File: src/design/vmhg_pkg.sv
// ----------------------------------------------------------------------------
// vmhg_pkg
// Shared widths, register indexes, source codes and the configuration bundle
// for the vector magnitude hysteresis gate.
// ----------------------------------------------------------------------------
package vmhg_pkg;

	localparam int AXIS_BITS = 16;
	localparam int IN_W      = 16;
	localparam int SQ_W      = 2 * AXIS_BITS;
	localparam int SUM_W     = SQ_W + 2;
	localparam int THR_W     = 34;
	localparam int CMP_W     = (SUM_W > THR_W) ? SUM_W : THR_W;
	localparam int ADDR_W    = 5;
	localparam int DATA_W    = 32;

	typedef enum logic [2:0] {
		REG_SOURCE = 3'd0,
		REG_BELOW  = 3'd1,
		REG_LEVEL  = 3'd2,
		REG_BAND   = 3'd3,
		REG_COUNT  = 3'd4
	} reg_idx_t;

	localparam logic [2:0] SRC_TEMP   = 3'd3;
	localparam logic [2:0] SRC_ALWAYS = 3'd4;

	typedef struct packed {
		logic [2:0]  source_select;
		logic        below_mode;
		logic [15:0] level;
		logic [15:0] band;
		logic [31:0] level_sq;
		logic [33:0] upper_sq;
		logic [31:0] lower_sq;
		logic        lower_ok;
		logic        load;
		logic [15:0] load_value;
	} cfg_t;

endpackage

File: src/design/vmhg_regs.sv
// ----------------------------------------------------------------------------
// vmhg_regs
// APB register file plus registered squared thresholds derived from the
// level and hysteresis band.
// ----------------------------------------------------------------------------
module vmhg_regs (
	input  logic                       clk,
	input  logic                       arst_n,
	input  logic                       psel,
	input  logic                       penable,
	input  logic                       pwrite,
	input  logic [vmhg_pkg::ADDR_W-1:0] paddr,
	input  logic [vmhg_pkg::DATA_W-1:0] pwdata,
	output logic [vmhg_pkg::DATA_W-1:0] prdata,
	output vmhg_pkg::cfg_t             cfg
);
	import vmhg_pkg::*;

	logic [2:0]  source_q;
	logic        below_q;
	logic [15:0] level_q;
	logic [15:0] band_q;
	logic [15:0] count_q;
	logic        load_q;
	logic [31:0] level_sq_q;
	logic [33:0] upper_sq_q;
	logic [31:0] lower_sq_q;
	logic        lower_ok_q;
	logic        wr_en;
	logic [2:0]  idx;
	logic [16:0] upper;
	logic [15:0] lower;

	assign wr_en = psel && penable && pwrite;
	assign idx   = paddr[ADDR_W-1:2];

	always_ff @(posedge clk or negedge arst_n) begin
		if (!arst_n) begin
			source_q <= SRC_ALWAYS;
			below_q  <= 1'b0;
			level_q  <= 16'd0;
			band_q   <= 16'd0;
			count_q  <= 16'd0;
			load_q   <= 1'b0;
		end else begin
			load_q <= 1'b0;
			if (wr_en) begin
				case (idx)
					REG_SOURCE: source_q <= pwdata[2:0];
					REG_BELOW:  below_q  <= pwdata[0];
					REG_LEVEL:  level_q  <= pwdata[15:0];
					REG_BAND:   band_q   <= pwdata[15:0];
					REG_COUNT: begin
						count_q <= pwdata[15:0];
						load_q  <= 1'b1;
					end
					default: ;
				endcase
			end
		end
	end

	// Squared thresholds are registered from the level and band registers, so they trail the register writes.
	assign upper = {1'b0, level_q} + {1'b0, band_q};
	assign lower = level_q - band_q;

	always_ff @(posedge clk) begin
		level_sq_q <= 32'(level_q) * 32'(level_q);
		upper_sq_q <= 34'(upper) * 34'(upper);
		lower_sq_q <= 32'(lower) * 32'(lower);
		lower_ok_q <= (level_q >= band_q);
	end

	always_comb begin
		prdata = '0;
		case (idx)
			REG_SOURCE: prdata = DATA_W'(source_q);
			REG_BELOW:  prdata = DATA_W'(below_q);
			REG_LEVEL:  prdata = DATA_W'(level_q);
			REG_BAND:   prdata = DATA_W'(band_q);
			REG_COUNT:  prdata = DATA_W'(count_q);
			default:    prdata = '0;
		endcase
	end

	assign cfg = '{
		source_select: source_q,
		below_mode:    below_q,
		level:         level_q,
		band:          band_q,
		level_sq:      level_sq_q,
		upper_sq:      upper_sq_q,
		lower_sq:      lower_sq_q,
		lower_ok:      lower_ok_q,
		load:          load_q,
		load_value:    count_q
	};

endmodule

File: src/design/vmhg_lane.sv
// ----------------------------------------------------------------------------
// vmhg_lane
// One axis lane: absolute value of the reading and its registered square.
// ----------------------------------------------------------------------------
module vmhg_lane (
	input  logic                              clk,
	input  logic                              en,
	input  logic signed [vmhg_pkg::IN_W-1:0]  axis,
	output logic [vmhg_pkg::SQ_W-1:0]         sq_s1
);
	import vmhg_pkg::*;

	logic [31:0]          ext;
	logic [AXIS_BITS-1:0] raw;
	logic [AXIS_BITS-1:0] mag;

	assign ext = 32'(axis);
	assign raw = ext[AXIS_BITS-1:0];
	assign mag = raw[AXIS_BITS-1] ? (~raw + AXIS_BITS'(1)) : raw;

	always_ff @(posedge clk) begin
		if (en) begin
			sq_s1 <= SQ_W'(mag) * SQ_W'(mag);
		end
	end

endmodule

File: src/design/vmhg_merge.sv
// ----------------------------------------------------------------------------
// vmhg_merge
// Sums the lane squares, compares the sum (or the temperature, for the
// temperature source) against the thresholds, runs the hysteresis latch and the
// remaining-sample count, and registers the result.
module vmhg_merge (
	input  logic                       clk,
	input  logic                       arst_n,
	input  logic                       upd,
	input  logic [vmhg_pkg::SQ_W-1:0]  sq_x_s1,
	input  logic [vmhg_pkg::SQ_W-1:0]  sq_y_s1,
	input  logic [vmhg_pkg::SQ_W-1:0]  sq_z_s1,
	input  logic [15:0]                temp_s1,
	input  vmhg_pkg::cfg_t             cfg,
	output logic                       fire_q,
	output logic [15:0]                remain_q,
	output logic                       latch_q
);
	import vmhg_pkg::*;

	logic [CMP_W-1:0] sum;
	logic [CMP_W-1:0] lvl_sq;
	logic [CMP_W-1:0] up_sq;
	logic [CMP_W-1:0] lo_sq;
	logic signed [16:0] diff;
	logic [16:0] adiff;
	logic far, ge, lt, gt, side, back;
	logic fire_d, latch_d;
	logic [15:0] remain_d;
	logic out_fire_q;

	assign sum    = CMP_W'(sq_x_s1) + CMP_W'(sq_y_s1) + CMP_W'(sq_z_s1);
	assign lvl_sq = CMP_W'(cfg.level_sq);
	assign up_sq  = CMP_W'(cfg.upper_sq);
	assign lo_sq  = CMP_W'(cfg.lower_sq);
	assign diff   = $signed({1'b0, temp_s1}) - $signed({1'b0, cfg.level});
	assign adiff  = diff[16] ? 17'(-diff) : 17'(diff);

	always_comb begin
		if (cfg.source_select == SRC_TEMP) begin
			far = adiff >= {1'b0, cfg.band};
			ge  = !diff[16];
			lt  = diff[16];
			gt  = !diff[16] && (diff != 17'sd0);
		end else begin
			far = (cfg.band == 16'd0) || (sum >= up_sq) || (cfg.lower_ok && sum <= lo_sq);
			ge  = sum >= lvl_sq;
			lt  = sum < lvl_sq;
			gt  = sum > lvl_sq;
		end
		side = cfg.below_mode ? lt : ge;
		back = cfg.below_mode ? gt : lt;

		fire_d  = 1'b0;
		latch_d = latch_q;
		if (remain_q != 16'd0) begin
			if (cfg.source_select == SRC_ALWAYS) begin
				fire_d = 1'b1;
			end else if (cfg.source_select <= SRC_TEMP) begin
				if (!far) begin
					// inside the band: rearm
					latch_d = 1'b0;
				end else if (side && !latch_q) begin
					fire_d  = 1'b1;
					latch_d = (cfg.band != 16'd0);
				end else if (latch_q && back) begin
					latch_d = 1'b0;
				end
			end
		end
		remain_d = fire_d ? (remain_q - 16'd1) : remain_q;
	end

	always_ff @(posedge clk or negedge arst_n) begin
		if (!arst_n) begin
			remain_q   <= 16'd0;
			latch_q    <= 1'b0;
			out_fire_q <= 1'b0;
		end else if (cfg.load) begin
			remain_q <= cfg.load_value;
		end else if (upd) begin
			remain_q   <= remain_d;
			latch_q    <= latch_d;
			out_fire_q <= fire_d;
		end
	end

	assign fire_q = out_fire_q;

endmodule

File: src/design/vector_magnitude_hysteresis_gate_unit.sv
// ----------------------------------------------------------------------------
// vector_magnitude_hysteresis_gate_unit
// Pipeline: lane squares register at request accept; the merge compare and
// state update land in the output register when it is free or draining.
// Throughput: one request per cycle unless out_ready holds the output back;
// the latch/count update loops within the merge stage. Reset: registers to
// defaults (source 4, rest 0), count 0, latch clear, pipeline empty.
// ----------------------------------------------------------------------------
module vector_magnitude_hysteresis_gate_unit (
	input  logic                              clk,
	input  logic                              arst_n,
	input  logic                              psel,
	input  logic                              penable,
	input  logic                              pwrite,
	input  logic [vmhg_pkg::ADDR_W-1:0]       paddr,
	input  logic [vmhg_pkg::DATA_W-1:0]       pwdata,
	output logic [vmhg_pkg::DATA_W-1:0]       prdata,
	output logic                              pready,
	input  logic                              in_valid,
	output logic                              in_ready,
	input  logic signed [vmhg_pkg::IN_W-1:0]  axis_x,
	input  logic signed [vmhg_pkg::IN_W-1:0]  axis_y,
	input  logic signed [vmhg_pkg::IN_W-1:0]  axis_z,
	input  logic [15:0]                       temperature,
	output logic                              out_valid,
	input  logic                              out_ready,
	output logic                              take_sample,
	output logic [15:0]                       samples_left,
	output logic                              latch_set
);
	import vmhg_pkg::*;

	cfg_t            cfg;
	logic            s1_valid_q;
	logic            out_valid_q;
	logic            s1_adv;
	logic            in_acc;
	logic [SQ_W-1:0] sq_x_s1, sq_y_s1, sq_z_s1;
	logic [15:0]     temp_s1;

	assign pready = 1'b1;

	vmhg_regs u_regs (
		.clk     (clk),
		.arst_n  (arst_n),
		.psel    (psel),
		.penable (penable),
		.pwrite  (pwrite && pready),
		.paddr   (paddr),
		.pwdata  (pwdata),
		.prdata  (prdata),
		.cfg     (cfg)
	);

	// advance stage 1 into the output register when it is free or draining
	assign s1_adv   = s1_valid_q && (!out_valid_q || out_ready);
	assign in_ready = !s1_valid_q || s1_adv;
	assign in_acc   = in_valid && in_ready;

	always_ff @(posedge clk or negedge arst_n) begin
		if (!arst_n) begin
			s1_valid_q  <= 1'b0;
			out_valid_q <= 1'b0;
		end else begin
			if (in_ready) s1_valid_q <= in_valid;
			if (s1_adv) out_valid_q <= 1'b1;
			else if (out_ready) out_valid_q <= 1'b0;
		end
	end

	always_ff @(posedge clk) begin
		if (in_acc) temp_s1 <= temperature;
	end

	vmhg_lane u_lane_x (.clk(clk), .en(in_acc), .axis(axis_x), .sq_s1(sq_x_s1));
	vmhg_lane u_lane_y (.clk(clk), .en(in_acc), .axis(axis_y), .sq_s1(sq_y_s1));
	vmhg_lane u_lane_z (.clk(clk), .en(in_acc), .axis(axis_z), .sq_s1(sq_z_s1));

	vmhg_merge u_merge (
		.clk      (clk),
		.arst_n   (arst_n),
		.upd      (s1_adv),
		.sq_x_s1  (sq_x_s1),
		.sq_y_s1  (sq_y_s1),
		.sq_z_s1  (sq_z_s1),
		.temp_s1  (temp_s1),
		.cfg      (cfg),
		.fire_q   (take_sample),
		.remain_q (samples_left),
		.latch_q  (latch_set)
	);

	assign out_valid = out_valid_q;

endmodule
File: config.mk
export PLATFORM = sky130hd
export DESIGN_NAME = vector_magnitude_hysteresis_gate_unit
export DESIGN_NICKNAME = d
export VERILOG_FILES = /design/src/design/vmhg_pkg.sv /design/src/design/vmhg_regs.sv /design/src/design/vmhg_lane.sv /design/src/design/vmhg_merge.sv /design/src/design/vector_magnitude_hysteresis_gate_unit.sv
export SDC_FILE = /design/constraint.sdc
export NUM_CORES = 2
export LEC_CHECK = 0
export ABC_CLOCK_PERIOD_IN_PS = 9700
export BUFFER_PORTS_ARGS = -buffer_cell sky130_fd_sc_hd__buf_2
export CAP_MARGIN = 5
export CORE_MARGIN = 2
export CORE_UTILIZATION = 60
export DETAILED_ROUTE_END_ITERATION = 16
export PLACE_DENSITY_LB_ADDON = 0.3
export SYNTH_ARGS = -nofsm -noshare
export SYNTH_HDL_FRONTEND = slang
export SYNTH_SLANG_ARGS = --single-unit
File: constraint.sdc
create_clock -name clk -period 9.7 [get_ports clk]
set_input_delay 1.94 -clock clk [delete_from_list [all_inputs] [get_ports clk]]
set_output_delay 1.94 -clock clk [all_outputs]
set_load 0.01 [all_outputs]
=== After elaboration in Yosys (flattened, before gate mapping) ===
Index checks and enable logic that the tools add are counted.

* Logic and storage cells: 113
* Output and inout bits: 53
* Register bits after elaboration: 284

* Multiplexer cells: 26
* $lt $le $gt $ge: 8
* Multipliers: 6
* Equal/unequal tests: 7
* Reductions and logical operators: 32
* $add $sub $neg: 10
* Bitwise logic cells: 5

{| class="wikitable"
|+ Operators by type and width
! kind !! count
|-
| 16-bit by 16-bit multiplier with 32-bit output || 5
|-
| 16-bit two-way mux || 6
|-
| 16-bit case mux with 5 select lines || 1
|-
| 16-bit by 1-bit adder with 16-bit output (second input constant) || 3
|-
| 16-bit NOT || 3
|-
| 34-bit by 32-bit adder with 34-bit output || 1
|-
| 34-bit by 32-bit greater-or-equal comparator with 1-bit output || 1
|-
| 34-bit greater-or-equal comparator || 1
|-
| 34-bit by 32-bit > comparator with 1-bit output || 1
|-
| 34-bit by 32-bit less-or-equal comparator with 1-bit output || 1
|-
| 34-bit by 32-bit less-than comparator with 1-bit output || 1
|-
| 17-bit by 17-bit multiplier with 34-bit output || 1
|-
| 32-bit by 32-bit adder with 33-bit output || 1
|-
| 16-bit nonzero test || 2
|-
| 1-bit two-way mux || 18
|-
| 16-bit by 16-bit adder with 17-bit output || 1
|-
| 17-bit by 16-bit greater-or-equal comparator with 1-bit output || 1
|-
| 17-bit two-way mux || 1
|-
| 17-bit negator || 1
|-
| 17-bit nonzero test || 1
|-
| 16-bit by 16-bit subtractor with 17-bit output || 1
|-
| 16-bit greater-or-equal comparator || 1
|-
| 16-bit logical NOT || 1
|-
| 16-bit by 1-bit subtractor with 16-bit output (second input constant) || 1
|-
| other kinds (14) || 39
|}

=== Depth between registers and ports, before layout ===
* Depth after elaboration: 14
* Mapped depth: 43
* Gate-level depth less buffers: 40

=== Cells and area by module ===
From an unflattened synthesis, not the netlist that was laid out.

* Cells, all modules: 6999
* Area total of the unflattened synthesis: 62378.6 µm²

{| class="wikitable"
|+ By module, submodules not included
! module !! sequential area each (µm²) !! cells each !! area an instance (µm²) !! instances
|-
| vmhg_regs || 3229.3 || 3107 || 28195.8 || 1
|-
| vmhg_lane at u_lane_y ... || 930.9 || 886 || 8314.2 || 2
|-
| vmhg_merge || 450.4 || 1199 || 8652.0 || 1
|-
| vmhg_lane at u_lane_x || 930.9 || 895 || 8306.7 || 1
|-
| vector_magnitude_hysteresis_gate_unit || 530.5 || 26 || 595.6 || 1
|}

=== Least setup slack after synthesis ===
Ideal clock, no wire load.

* Path type: input port to flip-flop
* From: in axis_z[7] in the netlist's numbering
* To: reg u_lane_z.sq_s1[31] in the netlist's numbering, data pin
* Path slack: -0.195 ns
* Data arrival time: 9.636 ns
* Stages: 27
* Path through: or4_1 -> or3_1 -> or4_1 -> or2_2 -> or4b_1 -> buf_2 -> nand2b_1 -> fa_1 -> inv_1 -> fa_1 -> inv_1 -> fa_1 -> fa_1 -> fa_1 -> fa_1 -> inv_1 -> ha_1 -> a21o_1 -> a21oi_1 -> nor2b_1 -> o31a_1 -> nor4b_1 -> o31ai_1 -> o41ai_1 -> o21bai_1 -> a21oi_1 -> xnor2_1

* Cells in the longest elaborated chain, start to end: 4

{| class="wikitable"
|+ Ends and longest elaborated chain
! element !! RTL line !! RTL
|-
| from (decl) || vector_magnitude_hysteresis_gate_unit.sv:23 || <nowiki>input logic signed [vmhg_pkg::IN_W-1:0] axis_z,</nowiki>
|-
| 16-bit NOT || vmhg_lane.sv:19 || <nowiki>assign mag = raw[AXIS_BITS-1] ? (~raw + AXIS_BITS'(1)) : raw;</nowiki>
|-
| 16-bit by 1-bit adder with 16-bit output || vmhg_lane.sv:19 ||
|-
| 16-bit two-way mux (*) || vmhg_lane.sv:19 ||
|-
| 16-bit by 16-bit multiplier with 32-bit output (*) || vmhg_lane.sv:23 || <nowiki>sq_s1 <= SQ_W'(mag) * SQ_W'(mag);</nowiki>
|-
| to (signal assigned) || vmhg_lane.sv:23 ||
|-
| to (decl) || vmhg_lane.sv:9 || <nowiki>output logic [vmhg_pkg::SQ_W-1:0] sq_s1</nowiki>
|}

Every way passes the cells marked *; elsewhere a longest branch is shown, timed or not.
A chain may end at the register's enable or synchronous reset.

=== Worst setup path in the final report ===
Ends and elaborated chain as after synthesis.

==> impl_metrics.tcl <==
set metrics [dict create \
    finClkSkew_ps 33.6 \
    crit_type "in2reg" \
    num_antenna_cells 0 \
    cp-end-kind "flip-flop" \
    dieArea_um2 102000 \
    dp_hpwl_um 127000 \
    clk-insertion-delay-late_ps 580 \
    gp_congestion 0.991 \
    fmax_mhz 107 \
    cts_tree "done" \
    rsz0062_at_grt "true" \
    die_w_um 320 \
    area_growth_pct 7.87 \
    io_pins 161 \
    rr_endpoint "u_regs.upper_sq_q[33]" \
    cp_top_family "adder cells" \
    synth_area_um2 59800 \
    grt_max_degree 76 \
    h-tree-depth 2 \
    port_buffers 125 \
    hold_class "reg2reg" \
    crit_buf_inv 5 \
    synth_area_leaders "fa_1, ha_1, inv_1, edfxtp_1, nor2_1" \
    finalMaxSlewViolations 0 \
    drc_errors 0 \
    period_needed_ps 9340 \
    ys_ff_latch 277 \
    crit_arrival_ps 9670 \
    synthArstFlopShare_pct 26.4 \
    slew_headroom_pct 30.3 \
    num_rows 115 \
    clockBufferDepth 3 \
    drtIter0Drc 3324 \
    start_util_pct 60.7 \
    worstHoldPathCells 1 \
    yosysTopAreaCell "fa_1" \
    dr.pass1.iters 6 \
    setup_tns_ps 0 \
    grt.overflow.total 0 \
    reg2reg_slack_ps 410 \
    cp-start-kind "input pin" \
    slowest_delay_ps 550 \
    synth_warnings 0 \
    antenna_left 0 \
    avgViaCountPerCell 5.52 \
    crit_slowest_cell "fa_1" \
    die-height_um 320 \
    route.vias.total 45500 \
    grt_pass1_vias 47800 \
    wl_per_cell_um 18.4 \
    drive_gt1_share_pct 7.34 \
    cts.sinks 277 \
    outcome "finished clean" \
    ys_types 104 \
    critical_path.most_common_cell "fa_1" \
    clockRootBuffer "clkbuf_16" \
    cts-hold-fix-buffers 0 \
    hold_end "out_valid" \
    netlist_instances 6638 \
    rr_startpoint "u_regs.band_q[1]" \
    nNetsFinal 8850 \
    drt-total-wl_um 151000 \
    yosys_most_used_dff "edfxtp_1" \
    tightestPinTransition_ps 1050 \
    cap_violations 0 \
    ys_seq_area_share_pct 11.7 \
    hold_viol_final 0 \
    finalSetupViolCount 0 \
    avgSynthCellArea_um2 9.02 \
    grt_pass1_wl_um 247000 \
    crit_required_ps 10030 \
    grt.total_usage_pct 30.6 \
    numCtsBuffers 35 \
    hold_start "s1_valid_q" \
    finalCritPeriodShare_pct 96.3 \
    antenna_found_initial 2 \
    cp_max_fo 7 \
    path_clk_slew_ps 60 \
    synth_edf_count 109 \
    r2r_cells 36 \
    core_um2 98600 \
    synth_top_cell_area_share_pct 34.0 \
    setup.worst_path.start "axis_z[7]" \
]
## registers in the layout (all words and copies together) (netlist names), 3 cells and up
| register | cells |
|---|---|
| u_regs.count_q | 16 |
| u_lane_z.sq_s1 | 31 |
| u_regs.upper_sq_q | 33 |
| u_regs.lower_sq_q | 30 |
| u_regs.level_q | 16 |
| u_lane_y.sq_s1 | 31 |
| u_regs.source_q | 3 |
| u_regs.band_q | 16 |
| u_lane_x.sq_s1 | 31 |
| u_merge.remain_q | 16 |
| temp_s1 | 16 |
| u_regs.level_sq_q | 31 |
## through the flow
| step | hold WS, ps | worst slack (ps) | area (um2) | instances | util, % |
|---|---|---|---|---|---|
| 6_report | 504 | 359 | 64600 | 8235 | 65.5 |
| 5_1_grt | 530 | -12.8 | 64600 | 8235 | 65.5 |
| 4_1_cts | 507 | 270 | 64500 | 8234 | 65.4 |
| 2_1_floorplan | 395 | 6.66 | 60100 | 6689 | - |
| 3_5_place_dp | 503 | -190 | 63300 | 8170 | 64.2 |
| 3_3_place_gp | 470 | -127 | 63300 | 8170 | 64.2 |
## kinds of logic after synthesis
group / count (synthesis) / synth area share [%]
AO/OA/AOI/OAI: 829 / 9.00
other: 2 / 0.0125
flip-flops: 277 / 11.7
multiplexers: 44 / 0.805
AND/OR/NAND/NOR: 1479 / 10.9
adder cells (fa/ha/maj): 1821 / 50.8
XOR/XNOR: 345 / 5.05
buffers and inverters: 1841 / 11.7
## layer usage
| metal | global-route usage, % | wire, um | vias up |
|---|---|---|---|
| li1 | - | - | 21100 |
| met1 | 41.5 | 63200 | 22500 |
| met2 | 50.6 | 71300 | 1563 |
| met3 | 5.14 | 12200 | 290 |
| met4 | 8.93 | 4640 | 2 |
| met5 | 0 | 11 | - |
## cell usage in the layout (no fill, tap or decap), drive strengths merged, types with 20 or more instances in the layout
cell,n
xnor2,242
o31ai,23
and3,31
nand2,464
a21o,115
nand3,48
dfxtp,95
mux2i,20
fa,1016
and2,33
ha,805
nand4,43
buf,333
nor3,76
o21ai,192
or3,27
dfrtp,72
a211oi,24
nand2b,54
clkinv,52
o21bai,29
nor2b,39
o21a,46
conb,53
a31oi,30
a21oi,247
clkbuf,41
edfxtp,109
or2,23
mux2,23
nor2,598
xor2,103
inv,1664
## synth_stat cells (6+ instances only)
cell,instances
a211o_1,8
a211oi_1,21
a21o_1,114
a21oi_1,245
a221oi_1,6
a311o_1,6
a31oi_1,30
and2_1,32
and3_1,26
and4_1,6
buf_4,18
clkbuf_1,114
clkinv_1,41
dfrtp_1,72
dfxtp_1,95
edfxtp_1,109
fa_1,1016
ha_1,805
inv_1,1655
inv_2,7
mux2_2,23
mux2i_1,20
nand2_1,464
nand2b_1,54
nand3_1,47
nand4_1,43
nor2_1,598
nor2b_1,39
nor3_1,76
nor4_1,13
o211a_1,7
o211ai_1,15
o21a_1,45
o21ai_0,177
o21ai_1,12
o21bai_1,29
o31a_1,8
o31ai_1,23
o41ai_1,15
or2_2,23
or3_1,23
or4_1,7
xnor2_1,242
xor2_1,103
## worst reg2reg max path, delay by kind of cell, from the launching register on
family	cells	cell delay, ps
AO/OA/AOI/OAI	15	3070
flip-flops	1	430
XOR/XNOR	2	290
AND/OR/NAND/NOR	3	470
buffers and inverters	8	1250
adder cells (fa/ha/maj)	8	3700
## layout make-up
cell class	count	area [um2]
clock buffer	41	950
clock inverter	23	270
fill	7844	34000
inverter	1703	6400
multi-input combinational	4571	46100
sequential	277	7000
tap	1287	1610
timing repair buffer	333	2190
## timing repair
item                       CTS  global route
buffers inserted             0             1
setup endpoints to repair    0             7
gates resized for setup      0            11
## worst max-delay path by stage
stage | to | slack (ps) | cells after the start
finish | u_lane_z.sq_s1[31] | 360 | 28
global route | u_regs.upper_sq_q[33] | -10 | 37
CTS | u_regs.lower_sq_q[30] | 270 | 36
detailed placement | u_lane_z.sq_s1[30] | -190 | 28
global placement | u_lane_z.sq_s1[30] | -130 | 28
floorplan | u_lane_z.sq_s1[30] | 7 | 28
Power is not shown: default switching activity piles up to over one toggle a cycle in this logic, so the estimate is an artifact.
